===== src/rtl/core/esla_pkg.sv =====
// shared types and constants for the escape stripping line assembler
package esla_pkg;

    localparam int LINE_BYTES_DEFAULT = 64;

    localparam logic [7:0] CHAR_NUL      = 8'h00;
    localparam logic [7:0] CHAR_BS       = 8'h08;
    localparam logic [7:0] CHAR_LF       = 8'h0A;
    localparam logic [7:0] CHAR_CR       = 8'h0D;
    localparam logic [7:0] CHAR_ESC      = 8'h1B;
    localparam logic [7:0] CHAR_AT       = 8'h40;
    localparam logic [7:0] CHAR_LBRACKET = 8'h5B;
    localparam logic [7:0] CHAR_TILDE    = 8'h7E;

    localparam logic [1:0] ESC_PLAIN = 2'd0;
    localparam logic [1:0] ESC_SEEN  = 2'd1;
    localparam logic [1:0] ESC_CSI   = 2'd2;

    typedef struct packed {
        logic text;
        logic newline;
        logic backspace;
    } esla_action_t;

endpackage


===== src/rtl/core/esla_filter.sv =====
// escape sequence tracker and character classifier
module esla_filter
(
    input  logic                  clk,
    input  logic                  rst_n,
    input  logic [7:0]            char_in,
    input  logic                  accept,
    output esla_pkg::esla_action_t action
);

    logic [1:0] escape_mode_reg;
    logic [1:0] escape_mode_next;

    always_comb
    begin
        escape_mode_next = escape_mode_reg;
        action           = '0;
        case (escape_mode_reg)
            esla_pkg::ESC_SEEN:
            begin
                escape_mode_next = (char_in == esla_pkg::CHAR_LBRACKET) ?
                                   esla_pkg::ESC_CSI : esla_pkg::ESC_PLAIN;
            end
            esla_pkg::ESC_CSI:
            begin
                if (char_in inside {[esla_pkg::CHAR_AT:esla_pkg::CHAR_TILDE]})
                begin
                    escape_mode_next = esla_pkg::ESC_PLAIN;
                end
            end
            default:
            begin
                escape_mode_next = esla_pkg::ESC_PLAIN;
                if (char_in == esla_pkg::CHAR_ESC)
                begin
                    escape_mode_next = esla_pkg::ESC_SEEN;
                end
                else if (char_in == esla_pkg::CHAR_LF)
                begin
                    action.newline = 1'b1;
                end
                else if (char_in inside {esla_pkg::CHAR_CR, esla_pkg::CHAR_NUL})
                begin
                    action = '0;
                end
                else if (char_in == esla_pkg::CHAR_BS)
                begin
                    action.backspace = 1'b1;
                end
                else
                begin
                    action.text = 1'b1;
                end
            end
        endcase
    end

    always_ff @(posedge clk or negedge rst_n)
    begin
        if (!rst_n)
        begin
            escape_mode_reg <= esla_pkg::ESC_PLAIN;
        end
        else if (accept)
        begin
            escape_mode_reg <= escape_mode_next;
        end
    end

endmodule


===== src/rtl/core/escape_stripping_line_assembler.sv =====
// top level: console byte filter and line buffer with line readout
// Takes one console byte per cycle while no line is being read out; escape
// sequences, carriage return and NUL are dropped, backspace removes the last
// stored byte. A newline, or a text byte that meets a full line store, starts
// readout of the stored line: the single read port of the line store takes a new
// read only when no read is pending and the output register is free or being
// emptied, and in_ready stays low until the last byte reaches the output register.
// The last byte may still wait there while the next input bytes are taken.
module escape_stripping_line_assembler
#(
    parameter int LINE_BYTES = esla_pkg::LINE_BYTES_DEFAULT
)
(
    input  logic       clk,
    input  logic       rst_n,
    input  logic       cfg_valid,
    output logic       cfg_ready,
    input  logic       cfg_data,
    input  logic       in_valid,
    output logic       in_ready,
    input  logic [7:0] char_in,
    output logic       out_valid,
    input  logic       out_ready,
    output logic [7:0] line_byte,
    output logic       line_last
);

    localparam int LEN_W = $clog2(LINE_BYTES);
    localparam logic [LEN_W-1:0] LAST_LEN = LEN_W'(LINE_BYTES - 1);
    localparam logic ST_IDLE  = 1'b0;
    localparam logic ST_DRAIN = 1'b1;

    logic [7:0] line_store_mem [LINE_BYTES];

    logic             state_reg, state_next;
    logic             capture_enable_reg, capture_enable_next;
    logic [LEN_W-1:0] line_length_reg, line_length_next;
    logic [LEN_W-1:0] rd_idx_reg, rd_idx_next;
    logic [LEN_W-1:0] last_idx_reg, last_idx_next;
    logic             issue_done_reg, issue_done_next;
    logic             rd_pending_reg, rd_pending_next;
    logic             rd_last_reg, rd_last_next;
    logic [7:0]       rd_data_reg;
    logic             out_valid_reg, out_valid_next;
    logic [7:0]       line_byte_reg;
    logic             line_last_reg;

    esla_pkg::esla_action_t action;
    logic accept;
    logic act_en;
    logic full;
    logic start_emit;
    logic store;
    logic issue;
    logic issue_last;

    assign cfg_ready = 1'b1;
    assign in_ready  = (state_reg == ST_IDLE);
    assign out_valid = out_valid_reg;
    assign line_byte = line_byte_reg;
    assign line_last = line_last_reg;

    assign accept = in_valid & in_ready;
    assign act_en = accept & capture_enable_reg;

    esla_filter u_filter
    (
        .clk     (clk),
        .rst_n   (rst_n),
        .char_in (char_in),
        .accept  (act_en),
        .action  (action)
    );

    assign full       = (line_length_reg == LAST_LEN);
    assign start_emit = act_en & ((action.newline & (line_length_reg != '0)) |
                                  (action.text & full));
    assign store      = act_en & action.text & ~full;
    assign issue      = (state_reg == ST_DRAIN) & ~issue_done_reg & ~rd_pending_reg &
                        (~out_valid_reg | out_ready);
    assign issue_last = (rd_idx_reg == last_idx_reg);

    always_comb
    begin
        state_next          = state_reg;
        capture_enable_next = capture_enable_reg;
        line_length_next    = line_length_reg;
        rd_idx_next         = rd_idx_reg;
        last_idx_next       = last_idx_reg;
        issue_done_next     = issue_done_reg;
        rd_pending_next     = rd_pending_reg;
        rd_last_next        = rd_last_reg;
        out_valid_next      = out_valid_reg;

        if (cfg_valid)
        begin
            capture_enable_next = cfg_data;
        end

        if (state_reg == ST_IDLE)
        begin
            if (start_emit)
            begin
                state_next       = ST_DRAIN;
                rd_idx_next      = '0;
                last_idx_next    = line_length_reg - 1'b1;
                issue_done_next  = 1'b0;
                line_length_next = '0;
            end
            else if (store)
            begin
                line_length_next = line_length_reg + 1'b1;
            end
            else if (act_en & action.backspace & (line_length_reg != '0))
            begin
                line_length_next = line_length_reg - 1'b1;
            end
        end

        if (issue)
        begin
            rd_idx_next     = rd_idx_reg + 1'b1;
            rd_pending_next = 1'b1;
            rd_last_next    = issue_last;
            issue_done_next = issue_last;
        end

        // read data passes through rd_data_reg into the output register
        if (rd_pending_reg)
        begin
            rd_pending_next = 1'b0;
            out_valid_next  = 1'b1;
            if (rd_last_reg)
            begin
                state_next = ST_IDLE;
            end
        end
        else if (out_valid_reg & out_ready)
        begin
            out_valid_next = 1'b0;
        end
    end

    always_ff @(posedge clk or negedge rst_n)
    begin
        if (!rst_n)
        begin
            state_reg          <= ST_IDLE;
            capture_enable_reg <= 1'b0;
            line_length_reg    <= '0;
            rd_idx_reg         <= '0;
            last_idx_reg       <= '0;
            issue_done_reg     <= 1'b1;
            rd_pending_reg     <= 1'b0;
            rd_last_reg        <= 1'b0;
            out_valid_reg      <= 1'b0;
        end
        else
        begin
            state_reg          <= state_next;
            capture_enable_reg <= capture_enable_next;
            line_length_reg    <= line_length_next;
            rd_idx_reg         <= rd_idx_next;
            last_idx_reg       <= last_idx_next;
            issue_done_reg     <= issue_done_next;
            rd_pending_reg     <= rd_pending_next;
            rd_last_reg        <= rd_last_next;
            out_valid_reg      <= out_valid_next;
        end
    end

    // line store
    always_ff @(posedge clk)
    begin
        if (store)
        begin
            line_store_mem[line_length_reg] <= char_in;
        end
        if (issue)
        begin
            rd_data_reg <= line_store_mem[rd_idx_reg];
        end
    end

    always_ff @(posedge clk)
    begin
        if (rd_pending_reg)
        begin
            line_byte_reg <= rd_data_reg;
            line_last_reg <= rd_last_reg;
        end
    end

endmodule


===== config.mk =====
export PLATFORM = sky130hd
export DESIGN_NAME = escape_stripping_line_assembler
export DESIGN_NICKNAME = d
export VERILOG_FILES = /design/src/rtl/core/esla_pkg.sv /design/src/rtl/core/esla_filter.sv /design/src/rtl/core/escape_stripping_line_assembler.sv
export SDC_FILE = /design/constraint.sdc
export NUM_CORES = 1
export LEC_CHECK = 0
export BUFFER_PORTS_ARGS = -buffer_cell sky130_fd_sc_hd__clkbuf_2
export CAP_MARGIN = 0
export CORE_MARGIN = 3
export CORE_UTILIZATION = 42
export DETAILED_ROUTE_END_ITERATION = 16
export REMOVE_ABC_BUFFERS = 1
export SLEW_MARGIN = 20
export SYNTH_ARGS = -nofsm -noshare
export SYNTH_HDL_FRONTEND = slang
export SYNTH_SLANG_ARGS = --single-unit
export TNS_END_PERCENT = 10

===== constraint.sdc =====
create_clock -name clk -period 4.3 [get_ports clk]
set_clock_uncertainty 0.2 [all_clocks]
set_input_delay 0.43 -clock clk [delete_from_list [all_inputs] [get_ports clk]]
set_output_delay 0.43 -clock clk [all_outputs]
set_load 0.005 [all_outputs]

* Word level (Yosys, flattened, before mapping)
Memory sizes are Yosys's and may differ from the RTL's. A register that Yosys moved wholly into a read port is not among the register bits.
Cells that the tools add are included.
** Storage, ports and cells
- Bits in registers :: 35
- Bits in writable memories :: 512
- Input port bits :: 14
- Output and inout port bits :: 12
- Word-level logic and storage cells :: 93
- Memories :: 1
** Operators by class
- Add/sub/neg operators :: 3
- Magnitude comparators :: 2
- Equality and inequality tests :: 11
- Mux-type cells :: 32
- Bitwise operators :: 20
- Reduce and logical (&&, ||, !) cells :: 12
** Memories
- line_store_mem :: words 64, width 8, rd ports 1, clocked after memory_dff 1, write ports 1, line escape_stripping_line_assembler.sv:33 : logic [7:0] line_store_mem [LINE_BYTES];
** Operators by type and width (count)
- two-way mux 6 bit :: 6
- == test 8 x 4 -> 1 bit, second input constant :: 3
- two-way mux 1 bit :: 21
- AND 1 bit :: 13
- adder 6 x 1 -> 6 bit, second input constant :: 2
- == test 8 x 5 -> 1 bit, second input constant :: 1
- == test 8 x 7 -> 1 bit, second input constant :: 1
- greater-or-equal comparator 8 x 7 -> 1 bit, second input constant :: 1
- less-or-equal comparator 8 x 7 -> 1 bit, second input constant :: 1
- zero test 8 bit :: 1
- AND reduction 2 bit :: 4
- == test 6 bit :: 1
- == test 6 bit, second input constant :: 1
- two-way mux 3 bit :: 2
- nonzero test 2 bit :: 3
- nonzero test 6 bit :: 1
- subtractor 6 x 1 -> 6 bit, second input constant :: 1
- inverter 1 bit :: 5
- two-way mux 2 bit :: 2
- != test 2 x 1 -> 1 bit, second input constant :: 2
- one-hot mux 2 bit (2 select lines) :: 1
- nonzero test 3 bit :: 1
- == test 2 x 1 -> 1 bit, second input constant :: 1
- == test 2 bit, second input constant :: 1
- 3 further kinds :: 4

* Logic depth before layout (Yosys ltp)
- Word-level depth :: 13
- Mapped depth :: 11
- Mapped depth without buffers :: 8

* Cells and area by module
From an unflattened synthesis, not the netlist that was laid out.
** Second synthesis, totals
- Cell total of the unflattened synthesis :: 1125
- Area, all modules :: 22094.9 um^2
** Modules (own cells, without submodules)
- escape_stripping_line_assembler :: instances 1, cells an instance 1097, area each 21849.7 um^2, sequential area each 16487.1 um^2
- esla_filter :: instances 1, cells an instance 28, area each 245.2 um^2, sequential area each 50.0 um^2

* Worst setup path before layout
Ideal clock, no wire load.
- Kind :: register to register
- From :: reg u_filter.escape_mode_reg[0]
- To :: mem line_store_mem[42][0] (enable)
- Setup time :: 370 ps
- Arrival :: 2099 ps
- Data required time :: 3730 ps
- Setup slack :: 1631 ps
- Cell stages (with the launch flop) :: 9
- Buffers on the path :: 1
- Period minus slack after synthesis :: 2669 ps
- Path through :: dfrtp_1 -> inv_1 -> ha_1 -> nand4b_1 -> a21o_1 -> a21oi_2 -> buf_2 -> nand4b_1 -> nor2_1
** Between the ends
- Word-level cells in the longest chain between the ends :: 7
- Elaborated cells on any way between the ends :: 8
- Classes of those cells :: 2 x eq/ne; 3 x mux; 2 x bitwise; 1 x reduce/logical
** RTL lines
- start: declaration :: line esla_filter.sv:11 : logic [1:0] escape_mode_reg;
- start signal: assignment :: line esla_filter.sv:62 : escape_mode_reg <= esla_pkg::ESC_PLAIN;
- start signal: assignment :: line esla_filter.sv:66 : escape_mode_reg <= escape_mode_next;
- == test 2 x 1 -> 1 bit / == test 2 bit (equally long branches) :: line esla_filter.sv:18 : case (escape_mode_reg)
- OR reduction 2 bit (no line) (*)
- two-way mux 3 bit (*) :: line esla_filter.sv:18
- AND 1 bit (*) (2 in a row) :: line escape_stripping_line_assembler.sv:78 : assign store = act_en & action.text & ~full;
- two-way mux 1 bit (*) :: line escape_stripping_line_assembler.sv:175 : if (store)
- two-way mux 1 bit (implied by the code) (*) :: line escape_stripping_line_assembler.sv:177 : line_store_mem[line_length_reg] <= char_in;
- end: declaration :: line escape_stripping_line_assembler.sv:33
Mark *: on every way between the ends. The rest lies on a longest branch, timed or not.

* Worst setup path in the final report
- From :: reg u_filter.escape_mode_reg[0]
- To :: mem line_store_mem[5][7] (enable)
Same word-level chain as after synthesis.

==> results.json <==
{
  "status": "completed",
  "synthToLayoutAreaGrowth_pct": 12.94,
  "synthCells": 1253,
  "synth-edff-count": 529,
  "crit_path_start_kind": "flip-flop",
  "synth_area_leaders": "edfxtp_1 72%, mux2i_1 7.1%, mux4_2 4.9%",
  "synth_seq_cells": 555,
  "synth_top_area_frac": 0.7213,
  "wl_mm": 50.90,
  "power_density_nw_per_um2": 488.5,
  "r2r_end": "line_store_mem[5][7]$_DFFE_PP_",
  "final_common_cell": "edfxtp_1",
  "power_frac_comb": 0.096,
  "pwr-share-clk": 0.392,
  "antenna_found_initial": 3,
  "grtUsageTotal": 0.1854,
  "dp_cells": 1927,
  "min_to": "u_filter.escape_mode_reg[0]$_DFFE_PN0P_",
  "gp_congestion": 0.8403,
  "relSlewSlack": 0.3872,
  "post_cts_buffers": 0,
  "wl_met3_mm": 3.129,
  "final_cell_mix": "529 x edfxtp_1, 156 x mux2i_1, 93 x nor2_1",
  "p_seq_frac": 0.511,
  "wl_per_cell_um": 25.07,
  "async_flop_share": 0.04685,
  "grt_pass1_vias": 11560,
  "hp-start": "in_valid",
  "hold_buffers": 4,
  "period_share": 0.8344,
  "ios": 26,
  "power.switching_mw": 2.849,
  "finalPower_mw": 12.15,
  "die_w_um": 235.0,
  "grt_pass1_wl_mm": 76.93,
  "cts_tree": "yes",
  "fmaxAchievable_mhz": 278.7,
  "grt_overflow_total": 0,
  "yosys_warnings": 0,
  "power_leakage_nw": 7.585,
  "cts_inserted_buffers": 55,
  "synth_seq_area_share": 0.7509,
  "final_layout_size_suffix_gt1_frac": 0.1585,
  "path_class": "reg -> reg",
  "largest_reg_flops": 512,
  "cp_data_required_time_ns": 4.32,
  "setup-violations-final": 0,
  "hold_viol_final": 0,
  "hpwl_mm": 32.51,
  "p_int_mw": 9.302,
  "ir_drop_mv": 0.3393,
  "antenna_cells": 0,
  "ys.flop_type": "edfxtp_1",
  "synthDistinctLibCells": 50,
  "cp-end-kind": "flip-flop",
  "min_period_ns": 3.588,
  "r2r_slack_ns": 0.71,
  "r2r_start": "u_filter.escape_mode_reg[0]$_DFFE_PN0P_",
  "clkLatencyLatePin_ns": 0.60,
  "cts_buffer_depth": 3,
  "layout.nets": 1327,
  "avgSynthCellArea_um2": 17.58,
  "numPortBuffers": 24,
  "cts-root-buf": "clkbuf_16",
  "htreeDepth": 2,
  "rr_worst_depth": 8,
  "cp_max_fo": 8,
  "ant_nets": 0,
  "post_dp_cell_area_um2": 23030,
  "route.layer.met1.wl_mm": 22.41,
  "worst_pin_slew_ns": 0.9193,
  "post_synth_instance_area_um2": 22020,
  "hp-class": "in -> reg",
  "post-route-cell-area_um2": 24870,
  "report.final.slew_viol_count": 0,
  "yosysTopAreaCell": "edfxtp_1",
  "cts_resized": 0,
  "drc": 0,
  "clk_pin_slew_ns": 0.06,
  "hold-path-cell-count": 4,
  "cts.sinks": 555,
  "top_layer_used": "met5",
  "cp.arrival_ns": 3.61,
  "die_area_um2": 55220,
  "route.vias.total": 11460,
  "first_pass_iters": 5,
  "rsz0062_at_grt": "no",
  "drv_cap": 0,
  "viasPerCell": 5.647,
  "wl_met2_mm": 24.08,
  "drt-initial-drc-count": 1171,
  "stdcell_count": 2030,
  "row_count": 83,
  "core-area_um2": 51610,
  "fp.dieH_um": 235.0,
  "swShare": 0.2344,
  "grt_max_degree": 67,
  "initial_utilization": 0.4267
}
## metrics by stage
step | util | hold WS [ns] | setup slack [ns] | setup TNS [ns]
finish | 0.4819 | 0.05953 | 0.7122 | 0
global route | 0.4819 | 0.05911 | 0.5048 | 0
CTS | 0.4819 | 0.02424 | 0.7075 | 0
detailed placement | 0.4462 | 0.2743 | 0.5097 | 0
global placement | 0.4462 | 0.2666 | 0.5930 | 0
floorplan | - | -0.06559 | -3.440 | -42.86
## cells by family after synthesis
logic type                 after synthesis  share of synthesized area
buffers and inverters                   81                    0.01670
adders and majority gates                5                   0.002841
muxes                                  215                     0.1256
other                                    1                  0.0001703
AOI/OAI and AO/OA                      148                    0.04744
DFF                                    555                     0.7509
xor gates and xnor gates                13                   0.005170
and+or+nand+nor                        235                    0.05119
## final cells by class
cell class,count,area (um^2)
Timing Repair Buffer,67,503.0
Tap cell,680,850.8
Inverter,12,45.04
Sequential cell,555,16540
Multi-Input combinational cell,617,5126
Clock buffer,70,1505
Clock inverter,29,297.8
Fill cell,4211,26740
## power by group through the flow
stage	logic, mW	clock network [mW]	registers (mW)
4_1_cts	1.18	4.86	6.21
3_5_place_dp	1.17	0	6.33
2_1_floorplan	0.678	0	6.33
6_report	1.17	4.77	6.21
3_3_place_gp	1.17	0	6.32
5_1_grt	1.26	5.07	6.23
## routing by layer
layer	up-vias	global-route usage
met3	82	0.02876
met1	5892	0.2690
met5	-	0
li1	5097	-
met4	4	0.05769
met2	388	0.2906
## synthesized netlist by cell type, types with 15 or more instances
master	number
edfxtp_1	529
mux2i_1	156
nor2_1	95
a22oi_1	88
mux4_2	48
nand3_1	48
a21oi_1	28
clkbuf_1	27
nand2_1	26
dfrtp_1	25
buf_2	24
nand4_1	22
nor2b_1	15
## worst max path at each step
stage / from / endpoint / cells after the start
2_1_floorplan: rd_idx_reg[1]$_DFFE_PN0P_ / rd_data_reg[0]$_DFFE_PP_ / 6
3_5_place_dp: char_in[3] / line_store_mem[5][5]$_DFFE_PP_ / 7
4_1_cts: u_filter.escape_mode_reg[0]$_DFFE_PN0P_ / line_store_mem[5][4]$_DFFE_PP_ / 8
3_3_place_gp: char_in[3] / line_store_mem[23][0]$_DFFE_PP_ / 7
6_report: u_filter.escape_mode_reg[0]$_DFFE_PN0P_ / line_store_mem[5][7]$_DFFE_PP_ / 8
5_1_grt: u_filter.escape_mode_reg[0]$_DFFE_PN0P_ / line_store_mem[5][7]$_DFFE_PP_ / 8
## critical path, stage by stage, from the launching register on
cell	delay [ns]
dfrtp_1	0.36
inv_1	0.07
ha_1	0.30
nand4b_1	0.14
a21o_1	0.22
a21oi_2	0.26
and3_1	0.25
nand3_1	0.58
nor2_1	0.82
Power figures use the tool's default switching activity.
